### config.mk
export PLATFORM = sky130hd
export DESIGN_NAME = keyboard_packet_decoder_top
export DESIGN_NICKNAME = d
export VERILOG_FILES = /design/src/rtl/core/kpd_pkg.sv /design/src/rtl/core/kpd_core.sv /design/src/rtl/core/keyboard_packet_decoder_top.sv
export SDC_FILE = /design/constraint.sdc
export NUM_CORES = 1
export LEC_CHECK = 0
export BUFFER_PORTS_ARGS = -buffer_cell sky130_fd_sc_hd__buf_2
export CAP_MARGIN = 20
export CORE_UTILIZATION = 30
export CTS_CLUSTER_DIAMETER = 50
export DETAILED_ROUTE_END_ITERATION = 6
export GPL_TIMING_DRIVEN = 0
export SYNTH_ARGS = -nofsm -noshare
export SYNTH_HDL_FRONTEND = slang
export SYNTH_SLANG_ARGS = --single-unit
### constraint.sdc
create_clock -name clk -period 3.15 [get_ports clk]
set_input_delay 0.4725 -clock clk [delete_from_list [all_inputs] [get_ports clk]]
set_output_delay 0.4725 -clock clk [all_outputs]
set_load 0.01 [all_outputs]
### src/rtl/core/kpd_pkg.sv
`timescale 1ns / 1ps
// ----------------------------------------------------------------------------
// kpd_pkg
// Shared types, byte codes and helpers for the keyboard packet decoder.
// ----------------------------------------------------------------------------
package kpd_pkg;

  // Header bytes seen in the idle phase
  localparam logic [7:0] HDR_JOY1 = 8'hFF;
  localparam logic [7:0] HDR_JOY0 = 8'hFE;
  localparam logic [7:0] HDR_MOUSE_LO = 8'hF8;
  localparam logic [7:0] HDR_MOUSE_HI = 8'hFB;

  // Cursor make codes
  localparam logic [7:0] KEY_UP = 8'd72;
  localparam logic [7:0] KEY_LEFT = 8'd75;
  localparam logic [7:0] KEY_RIGHT = 8'd77;
  localparam logic [7:0] KEY_DOWN = 8'd80;
  localparam logic [7:0] KEY_SPACE = 8'd57;

  // Cursor joystick bits
  localparam logic [7:0] CJ_UP = 8'd1;
  localparam logic [7:0] CJ_DOWN = 8'd2;
  localparam logic [7:0] CJ_LEFT = 8'd4;
  localparam logic [7:0] CJ_RIGHT = 8'd8;
  localparam logic [7:0] CJ_FIRE = 8'd128;

  // Decoded values, as shown on the result channel
  typedef struct packed {
    logic [7:0]         joystick0;
    logic [7:0]         joystick1;
    logic [7:0]         cursor_joystick;
    logic signed [15:0] mouse_x;
    logic signed [15:0] mouse_y;
    logic [1:0]         mouse_buttons;
    logic [7:0]         recent_key;
  } kpd_result_t;

  // Cursor joystick bit for a make code, zero when not a cursor key
  function automatic logic [7:0] cursor_bit(input logic [7:0] code);
    logic [7:0] bit_v;
    case (code)
      KEY_UP:    bit_v = CJ_UP;
      KEY_LEFT:  bit_v = CJ_LEFT;
      KEY_RIGHT: bit_v = CJ_RIGHT;
      KEY_DOWN:  bit_v = CJ_DOWN;
      KEY_SPACE: bit_v = CJ_FIRE;
      default:   bit_v = 8'd0;
    endcase
    return bit_v;
  endfunction

  // Sign-extend a packet byte to a 16-bit addend
  function automatic logic [15:0] byte_delta(input logic [7:0] b);
    return {{8{b[7]}}, b};
  endfunction

endpackage

### src/rtl/core/kpd_core.sv
`timescale 1ns / 1ps
// ----------------------------------------------------------------------------
// kpd_core
// Packet parser state and decoded registers; updates once per byte taken.
// ----------------------------------------------------------------------------
module kpd_core (
  input  logic                 clk,
  input  logic                 rst_n,
  input  logic                 byte_en,
  input  logic [7:0]           byte_in,
  output kpd_pkg::kpd_result_t res
);
  import kpd_pkg::*;

  typedef enum logic [2:0] {
    PH_IDLE = 3'd0,
    PH_JOY0 = 3'd1,
    PH_JOY1 = 3'd2,
    PH_MDX  = 3'd3,
    PH_MDY  = 3'd4
  } phase_t;

  phase_t      phase_r, phase_nxt;
  kpd_result_t res_r, res_nxt;
  logic [7:0]  make_bit;
  logic [7:0]  brk_bit;

  assign make_bit = cursor_bit(byte_in);
  assign brk_bit  = byte_in[7] ? cursor_bit({1'b0, byte_in[6:0]}) : 8'd0;

  always_comb begin
    res_nxt   = res_r;
    phase_nxt = PH_IDLE;
    case (phase_r)
      PH_JOY1: res_nxt.joystick1 = byte_in;
      PH_JOY0: res_nxt.joystick0 = byte_in;
      PH_MDX: begin
        res_nxt.mouse_x = res_r.mouse_x + byte_delta(byte_in);
        phase_nxt       = PH_MDY;
      end
      PH_MDY: res_nxt.mouse_y = res_r.mouse_y + byte_delta(byte_in);
      default: begin
        if (byte_in == HDR_JOY1) begin
          phase_nxt = PH_JOY1;
        end else if (byte_in == HDR_JOY0) begin
          phase_nxt = PH_JOY0;
        end else if (byte_in inside {[HDR_MOUSE_LO:HDR_MOUSE_HI]}) begin
          res_nxt.mouse_buttons = byte_in[1:0];
          phase_nxt             = PH_MDX;
        end else if (make_bit != 8'd0) begin
          res_nxt.cursor_joystick = res_r.cursor_joystick | make_bit;
        end else if (brk_bit != 8'd0) begin
          res_nxt.cursor_joystick = res_r.cursor_joystick & ~brk_bit;
        end else begin
          res_nxt.recent_key = byte_in;
        end
      end
    endcase
  end

  always_ff @(posedge clk) begin
    if (!rst_n) begin
      phase_r <= PH_IDLE;
      res_r   <= '0;
    end else if (byte_en) begin
      phase_r <= phase_nxt;
      res_r   <= res_nxt;
    end
  end

  assign res = res_r;

  // Header sequencing, and state held while no byte is taken
  a_joy1_hdr: assert property (@(posedge clk) disable iff (!rst_n)
    byte_en && phase_r == PH_IDLE && byte_in == HDR_JOY1 |=> phase_r == PH_JOY1)
    else $error("joystick 1 header not followed by data phase");

  a_mdx_to_mdy: assert property (@(posedge clk) disable iff (!rst_n)
    byte_en && phase_r == PH_MDX |=> phase_r == PH_MDY)
    else $error("mouse dx not followed by dy phase");

  a_hold: assert property (@(posedge clk) disable iff (!rst_n)
    !byte_en |=> $stable(res_r) && $stable(phase_r))
    else $error("decoder state moved without a byte");

endmodule

### src/rtl/core/keyboard_packet_decoder_top.sv
`timescale 1ns / 1ps
// ----------------------------------------------------------------------------
// keyboard_packet_decoder_top
// Byte-serial keyboard controller packet decoder with valid/stall channels.
// ----------------------------------------------------------------------------
// Usage notes:
//  - Input channel: one scan byte per word on in_scan_byte, taken at an edge
//    where in_valid is high and in_stall is low.
//  - Result channel: one word per input byte, carrying every decoded value
//    (both joysticks, cursor joystick, mouse position and buttons, most
//    recent key) as it stands after that byte. Taken where out_valid high,
//    out_stall low.
//  - Path: a taken byte passes the input register, then the decode updates
//    the result registers and out_valid rises; a stall on the result channel
//    can hold the byte in the input register between the two.
//  - Throughput: one byte per cycle while the result channel is not stalled;
//    the decode is a single short pass of compare, select and one 16-bit add
//    between the input register and the result registers.
//  - Stall: when the receiver stalls, the result word holds; one further byte
//    waits in the input register and in_stall rises only once that is full.
//  - Reset: rst_n (synchronous, active low) clears all decoded values to zero,
//    returns the parser to idle and empties both registers.
// ----------------------------------------------------------------------------
module keyboard_packet_decoder_top (
  input  logic               clk,
  input  logic               rst_n,
  input  logic               in_valid,
  output logic               in_stall,
  input  logic [7:0]         in_scan_byte,
  output logic               out_valid,
  input  logic               out_stall,
  output logic [7:0]         out_joystick0,
  output logic [7:0]         out_joystick1,
  output logic [7:0]         out_cursor_joystick,
  output logic signed [15:0] out_mouse_x,
  output logic signed [15:0] out_mouse_y,
  output logic [1:0]         out_mouse_buttons,
  output logic [7:0]         out_recent_key
);
  import kpd_pkg::*;

  logic        s1_valid_r, s1_valid_nxt;
  logic [7:0]  s1_byte_r;
  logic        out_valid_r, out_valid_nxt;
  logic        in_take;
  logic        s1_adv;
  kpd_result_t res;

  // The decode advances whenever the result register is free or being taken
  assign s1_adv   = s1_valid_r && (!out_valid_r || !out_stall);
  assign in_stall = s1_valid_r && !s1_adv;
  assign in_take  = in_valid && !in_stall;

  assign s1_valid_nxt  = in_take || (s1_valid_r && !s1_adv);
  assign out_valid_nxt = s1_adv || (out_valid_r && out_stall);

  always_ff @(posedge clk) begin
    if (!rst_n) begin
      s1_valid_r  <= 1'b0;
      out_valid_r <= 1'b0;
    end else begin
      s1_valid_r  <= s1_valid_nxt;
      out_valid_r <= out_valid_nxt;
    end
  end

  // Input word register, payload only
  always_ff @(posedge clk) begin
    if (in_take) begin
      s1_byte_r <= in_scan_byte;
    end
  end

  // Parser state doubles as the result register: it only moves on advance,
  // which needs the result slot free or its word being taken
  kpd_core u_core (
    .clk     (clk),
    .rst_n   (rst_n),
    .byte_en (s1_adv),
    .byte_in (s1_byte_r),
    .res     (res)
  );

  assign out_valid           = out_valid_r;
  assign out_joystick0       = res.joystick0;
  assign out_joystick1       = res.joystick1;
  assign out_cursor_joystick = res.cursor_joystick;
  assign out_mouse_x         = res.mouse_x;
  assign out_mouse_y         = res.mouse_y;
  assign out_mouse_buttons   = res.mouse_buttons;
  assign out_recent_key      = res.recent_key;

  a_stall_needs_word: assert property (@(posedge clk) disable iff (!rst_n)
    in_stall |-> s1_valid_r && out_valid_r && out_stall)
    else $error("input stalled without a blocked word");

  a_adv_gives_result: assert property (@(posedge clk) disable iff (!rst_n)
    s1_adv |=> out_valid_r)
    else $error("decoded word not presented");

  a_result_held: assert property (@(posedge clk) disable iff (!rst_n)
    out_valid_r && out_stall |=> out_valid_r && $stable(res))
    else $error("stalled result word lost or changed");

endmodule

==> report_table.html <==
<table>
<tr><th>Metric</th><th>Value</th></tr>
<tr><th colspan="2">Run status</th></tr>
<tr><td>Run status</td><td>complete, no violations</td></tr>
<tr><th colspan="2">Global route</th></tr>
<tr><td>Antenna violations before repair</td><td>1</td></tr>
<tr><td>First-pass GRT wire length</td><td>between 20000 and 25000 um</td></tr>
<tr><td>Total global routing overflow</td><td>0</td></tr>
<tr><td>Via count of the first global-routing pass</td><td>4047</td></tr>
<tr><td>Global routing usage summed across all routing layers</td><td>0.175</td></tr>
<tr><td>Maximum number of pins on one net before global-route repair</td><td>18</td></tr>
<tr><th colspan="2">Placement</th></tr>
<tr><td>Final HPWL DP</td><td>about 9000 um</td></tr>
<tr><td>GP Congestion</td><td>0.891</td></tr>
<tr><td>Cells after DPL</td><td>756</td></tr>
<tr><td>Worst slack at placement</td><td>about 0.29 ns</td></tr>
<tr><td>Buffers added on ports</td><td>75</td></tr>
<tr><th colspan="2">Timing</th></tr>
<tr><td>Setup clock skew after layout</td><td>~0.0084 ns</td></tr>
<tr><td>Slew HR</td><td>0.512</td></tr>
<tr><td>Worst Tran Pin Value</td><td>between 0.7 and 0.8 ns</td></tr>
<tr><td>Maximum achievable frequency</td><td>0.357 GHz</td></tr>
<tr><td>Unrepaired setup endpoints after global routing</td><td>false</td></tr>
<tr><td>Min setup slack post-route</td><td>between 0.3 and 0.4 ns</td></tr>
<tr><td>Final Hold Fails</td><td>0</td></tr>
<tr><td>Final min period</td><td>2.80 ns</td></tr>
<tr><td>Max Slew Vio Count</td><td>0</td></tr>
<tr><td>Share of the clock period used by the worst path after layout</td><td>0.889</td></tr>
<tr><td>Post-Route Hold Slack</td><td>approximately 0.31 ns</td></tr>
<tr><td>Final setup violation count</td><td>0</td></tr>
<tr><td>Aggregate negative setup slack</td><td>0 ns</td></tr>
<tr><th colspan="2">Yosys</th></tr>
<tr><td>Share of flip-flops with an asynchronous set or reset</td><td>0</td></tr>
<tr><td>Cell taking the most area after synthesis</td><td>sky130_fd_sc_hd__dfxtp_1</td></tr>
<tr><td>Sequential element share of the synthesized area</td><td>0.366</td></tr>
<tr><td>Number of flops mapped to enable cells by yosys</td><td>8</td></tr>
<tr><td>Top cells by area in the synthesized netlist</td><td>sky130_fd_sc_hd__dfxtp_1, sky130_fd_sc_hd__ha_1, sky130_fd_sc_hd__mux2i_1</td></tr>
<tr><td>Synth warn</td><td>0</td></tr>
<tr><td>Portion of synthesized cell area occupied by the leading cell type</td><td>0.311</td></tr>
<tr><td>Area of the mapped netlist</td><td>around 0.0044 sq mm</td></tr>
<tr><td>Predominant post-synthesis flop cell</td><td>sky130_fd_sc_hd__dfxtp_1</td></tr>
<tr><td>Unique cell type count in the Yosys netlist</td><td>62</td></tr>
<tr><td>Post-Syn Area per Cell</td><td>8.76 sq um</td></tr>
<tr><td>Number of cells produced by synthesis</td><td>~500</td></tr>
<tr><td>Synth Register Bits</td><td>76</td></tr>
<tr><th colspan="2">Clock tree</th></tr>
<tr><td>Postcts setup bufs</td><td>0</td></tr>
<tr><td>Latest clock arrival within the worst-skew pair</td><td>between 0.3 and 0.4 ns</td></tr>
<tr><td>TritonCTS clock tree</td><td>done</td></tr>
<tr><td>Depth of the CTS H-tree</td><td>3</td></tr>
<tr><td>Num CTS Buffers</td><td>9</td></tr>
<tr><td>CTS Buffer Depth</td><td>2</td></tr>
<tr><td>Hold_buf cts</td><td>0</td></tr>
<tr><td>Clock slew at the register clock pins of the worst setup and hold paths</td><td>0.06 ns</td></tr>
<tr><td>Root Buffer Master</td><td>sky130_fd_sc_hd__clkbuf_16</td></tr>
<tr><td>Number of sinks driven by the clock tree</td><td>76</td></tr>
<tr><th colspan="2">Route</th></tr>
<tr><td>Drt initial violations</td><td>between 200 and 250</td></tr>
<tr><td>Drt first pass iters</td><td>5</td></tr>
<tr><td>Routed wire per std cell</td><td>between 15 and 20 um</td></tr>
<tr><td>Detailed Route WL</td><td>between 10000 and 15000 um</td></tr>
<tr><td>Via count</td><td>4036</td></tr>
<tr><td>DRC errors left</td><td>0</td></tr>
<tr><td>Number of routed nets with antenna violations</td><td>0</td></tr>
<tr><td>Post-detailed-route via-to-cell ratio</td><td>about 5.2</td></tr>
<tr><th colspan="2">Final layout</th></tr>
<tr><td>Leading cell types in the layout, fill and taps excluded</td><td>sky130_fd_sc_hd__buf_2, sky130_fd_sc_hd__dfxtp_1, sky130_fd_sc_hd__nor2_1, sky130_fd_sc_hd__a21oi_1, sky130_fd_sc_hd__nand2_1</td></tr>
<tr><td>Inserted Diodes</td><td>0</td></tr>
<tr><td>Relative area change from synthesis to final layout</td><td>21.5%</td></tr>
<tr><td>FILL cells</td><td>approximately 1400</td></tr>
<tr><td>Total number of nets in the final design</td><td>between 600 and 700</td></tr>
<tr><td>Share of final-layout standard cells stronger than drive strength 1</td><td>0.179</td></tr>
<tr><td>Non-Filler Instances</td><td>around 770</td></tr>
<tr><td>Most common library cell in the layout ignoring fill and taps</td><td>sky130_fd_sc_hd__buf_2</td></tr>
<tr><th colspan="2">Power</th></tr>
<tr><td>Pwr dens</td><td>442 mW/mm^2</td></tr>
<tr><td>Leakage Power</td><td>about 2.3 nW</td></tr>
<tr><td>Peak supply drop</td><td>roughly 0.33 mV</td></tr>
<tr><th colspan="2">Floorplanning</th></tr>
<tr><td>CORE AREA</td><td>roughly 0.014 sq mm</td></tr>
<tr><td>Top-Level Pins</td><td>80</td></tr>
<tr><td>Die width</td><td>around 120 um</td></tr>
<tr><td>Die Outline Area</td><td>between 0.015 and 0.02 sq mm</td></tr>
<tr><td>Initial standard-cell utilization of the core</td><td>0.311</td></tr>
<tr><td>Placement Rows</td><td>43</td></tr>
<tr><td>Y dimension of the die</td><td>roughly 120 um</td></tr>
<tr><th colspan="2">Setup path</th></tr>
<tr><td>Setup slack of the worst register-to-register path</td><td>approximately 0.35 ns</td></tr>
<tr><td>Cells along the critical path</td><td>ha_1 -&gt; and4_1 -&gt; a21boi_0 -&gt; a21o_1 -&gt; mux2_2 -&gt; a21oi_1 -&gt; mux2i_1</td></tr>
<tr><td>Required time of the critical path</td><td>~3.4 ns</td></tr>
<tr><td>Crit-path max FO</td><td>17</td></tr>
<tr><td>Slowest-stage cell, CP</td><td>sky130_fd_sc_hd__edfxtp_1</td></tr>
<tr><td>Critical Path End Type</td><td>register</td></tr>
<tr><td>Critical Path End</td><td>u_core.res[41]</td></tr>
<tr><td>Worst flop-to-flop path endpoint</td><td>u_core.res[41]</td></tr>
<tr><td>Reg2Reg Launch Point</td><td>s1_byte_r[7]</td></tr>
<tr><td>Signal arrival time at the worst endpoint</td><td>approximately 3 ns</td></tr>
<tr><td>Worst reg-to-reg path cell count</td><td>7</td></tr>
<tr><td>Critical path launch point type</td><td>register</td></tr>
<tr><td>Critical path startpoint</td><td>s1_byte_r[7]</td></tr>
<tr><td>Slowest stage delay, CP</td><td>0.70 ns</td></tr>
<tr><td>Worst setup path category</td><td>register to register</td></tr>
<tr><th colspan="2">Worst hold path</th></tr>
<tr><td>Type of the tightest min-delay check</td><td>primary input to register</td></tr>
<tr><td>Launch instance of the worst min-delay path</td><td>in_scan_byte[2]</td></tr>
<tr><th colspan="2">Job</th></tr>
<tr><td>Count of maximum capacitance violations</td><td>0</td></tr>
</table>
timing repair:
action | in CTS | in global routing
endpoints found under the hold margin | 0 | 0
gates resized for setup | 0 | 2
endpoints found under the setup margin | 0 | 1
logic make-up (layout without fill, tap and decap cells):
kind of cell / after synthesis / in the layout / synth area share
buf+inv: 42 / 133 / 0.0429
fa+ha+maj: 32 / 32 / 0.0950
other cells: 1 / 3 / 0.000858
xor+xnor: 11 / 11 / 0.0220
compound gates: 135 / 135 / 0.202
simple gates: 174 / 174 / 0.206
flops: 76 / 76 / 0.366
mux: 28 / 28 / 0.0647
power breakdown:
part	internal (mW)	total, mW	switching [mW]
combinational	0.0595	0.157	0.0978
clock	0.768	1.18	0.409
sequential	0.992	1.02	0.0240
Yosys cell counts, types with 5 or more instances:
library cell               instances
sky130_fd_sc_hd__clkbuf_1         20
sky130_fd_sc_hd__o211ai_1          6
sky130_fd_sc_hd__edfxtp_1          8
sky130_fd_sc_hd__nand4b_1          5
sky130_fd_sc_hd__dfxtp_1          68
sky130_fd_sc_hd__a21oi_1          42
sky130_fd_sc_hd__a21boi_0          6
sky130_fd_sc_hd__nor2_1           42
sky130_fd_sc_hd__nand3_1          22
sky130_fd_sc_hd__o21a_1            5
sky130_fd_sc_hd__and2_1            5
sky130_fd_sc_hd__a21o_1           10
sky130_fd_sc_hd__xor2_1            7
sky130_fd_sc_hd__mux2i_1          26
sky130_fd_sc_hd__o31ai_1           5
sky130_fd_sc_hd__nand2_1          41
sky130_fd_sc_hd__nor3_1            8
sky130_fd_sc_hd__nor4_1            6
sky130_fd_sc_hd__or3_1             5
sky130_fd_sc_hd__and3_1            7
sky130_fd_sc_hd__ha_1             30
sky130_fd_sc_hd__a211oi_1          8
sky130_fd_sc_hd__o21ai_0          25
sky130_fd_sc_hd__nor2b_1          10
sky130_fd_sc_hd__inv_1            12
metal layers:
layer | share of wire | wire [um] | track usage | up-vias
li1 | - | - | - | 2007
met1 | 0.45 | 5640 | 0.223 | 1869
met2 | 0.45 | 5670 | 0.278 | 140
met3 | 0.078 | 968 | 0.0455 | 20
met4 | 0.016 | 197 | 0.0747 | 0
met5 | 0 | 0 | 0 | -
state kept, by name (all words and copies together) (netlist names):
name,flops
out_valid,1
s1_byte_r,8
s1_valid_r,1
u_core.phase_r,3
u_core.res,63
worst min path at each step:
| stage | cells past startpoint | to |
|---|---|---|
| final | 1 | s1_byte_r[2] |
| after global routing | 1 | s1_byte_r[2] |
| after CTS | 1 | s1_byte_r[2] |
| after detailed placement | 2 | u_core.res[41] |
| after global placement | 2 | out_valid |
| after floorplan | 2 | out_valid |
per-stage QoR:
stage / power [mW] / instance area (sq um) / utilization
2_1_floorplan: 1.14 / 4380 / -
3_3_place_gp: 1.19 / 4980 / 0.355
3_5_place_dp: 1.19 / 4980 / 0.355
4_1_cts: 2.37 / 5310 / 0.378
5_1_grt: 2.43 / 5310 / 0.378
6_report: 2.35 / 5310 / 0.378
area by class of cell:
class	count	area, sq um	share of cell area
clock buffers	10	229	0.0431
well taps	180	225	0.0424
multi-input cells	383	2590	0.488
flip-flops and latches	76	1600	0.301
plain buffers	30	144	0.0271
clock inverters	6	103	0.0193
inverters	12	45.0	0.00848
repair buffers	75	375	0.0707
worst max-delay path: cells and delay by family, from the launching register on:
kind	cells	cell delay [ns]
flip-flops	1	0.70
adder cells (fa/ha/maj)	1	0.55
AND/OR/NAND/NOR	1	0.28
multiplexers	2	0.54
AO/OA/AOI/OAI	3	0.65
Note: power is estimated with default switching activity, not from simulation.
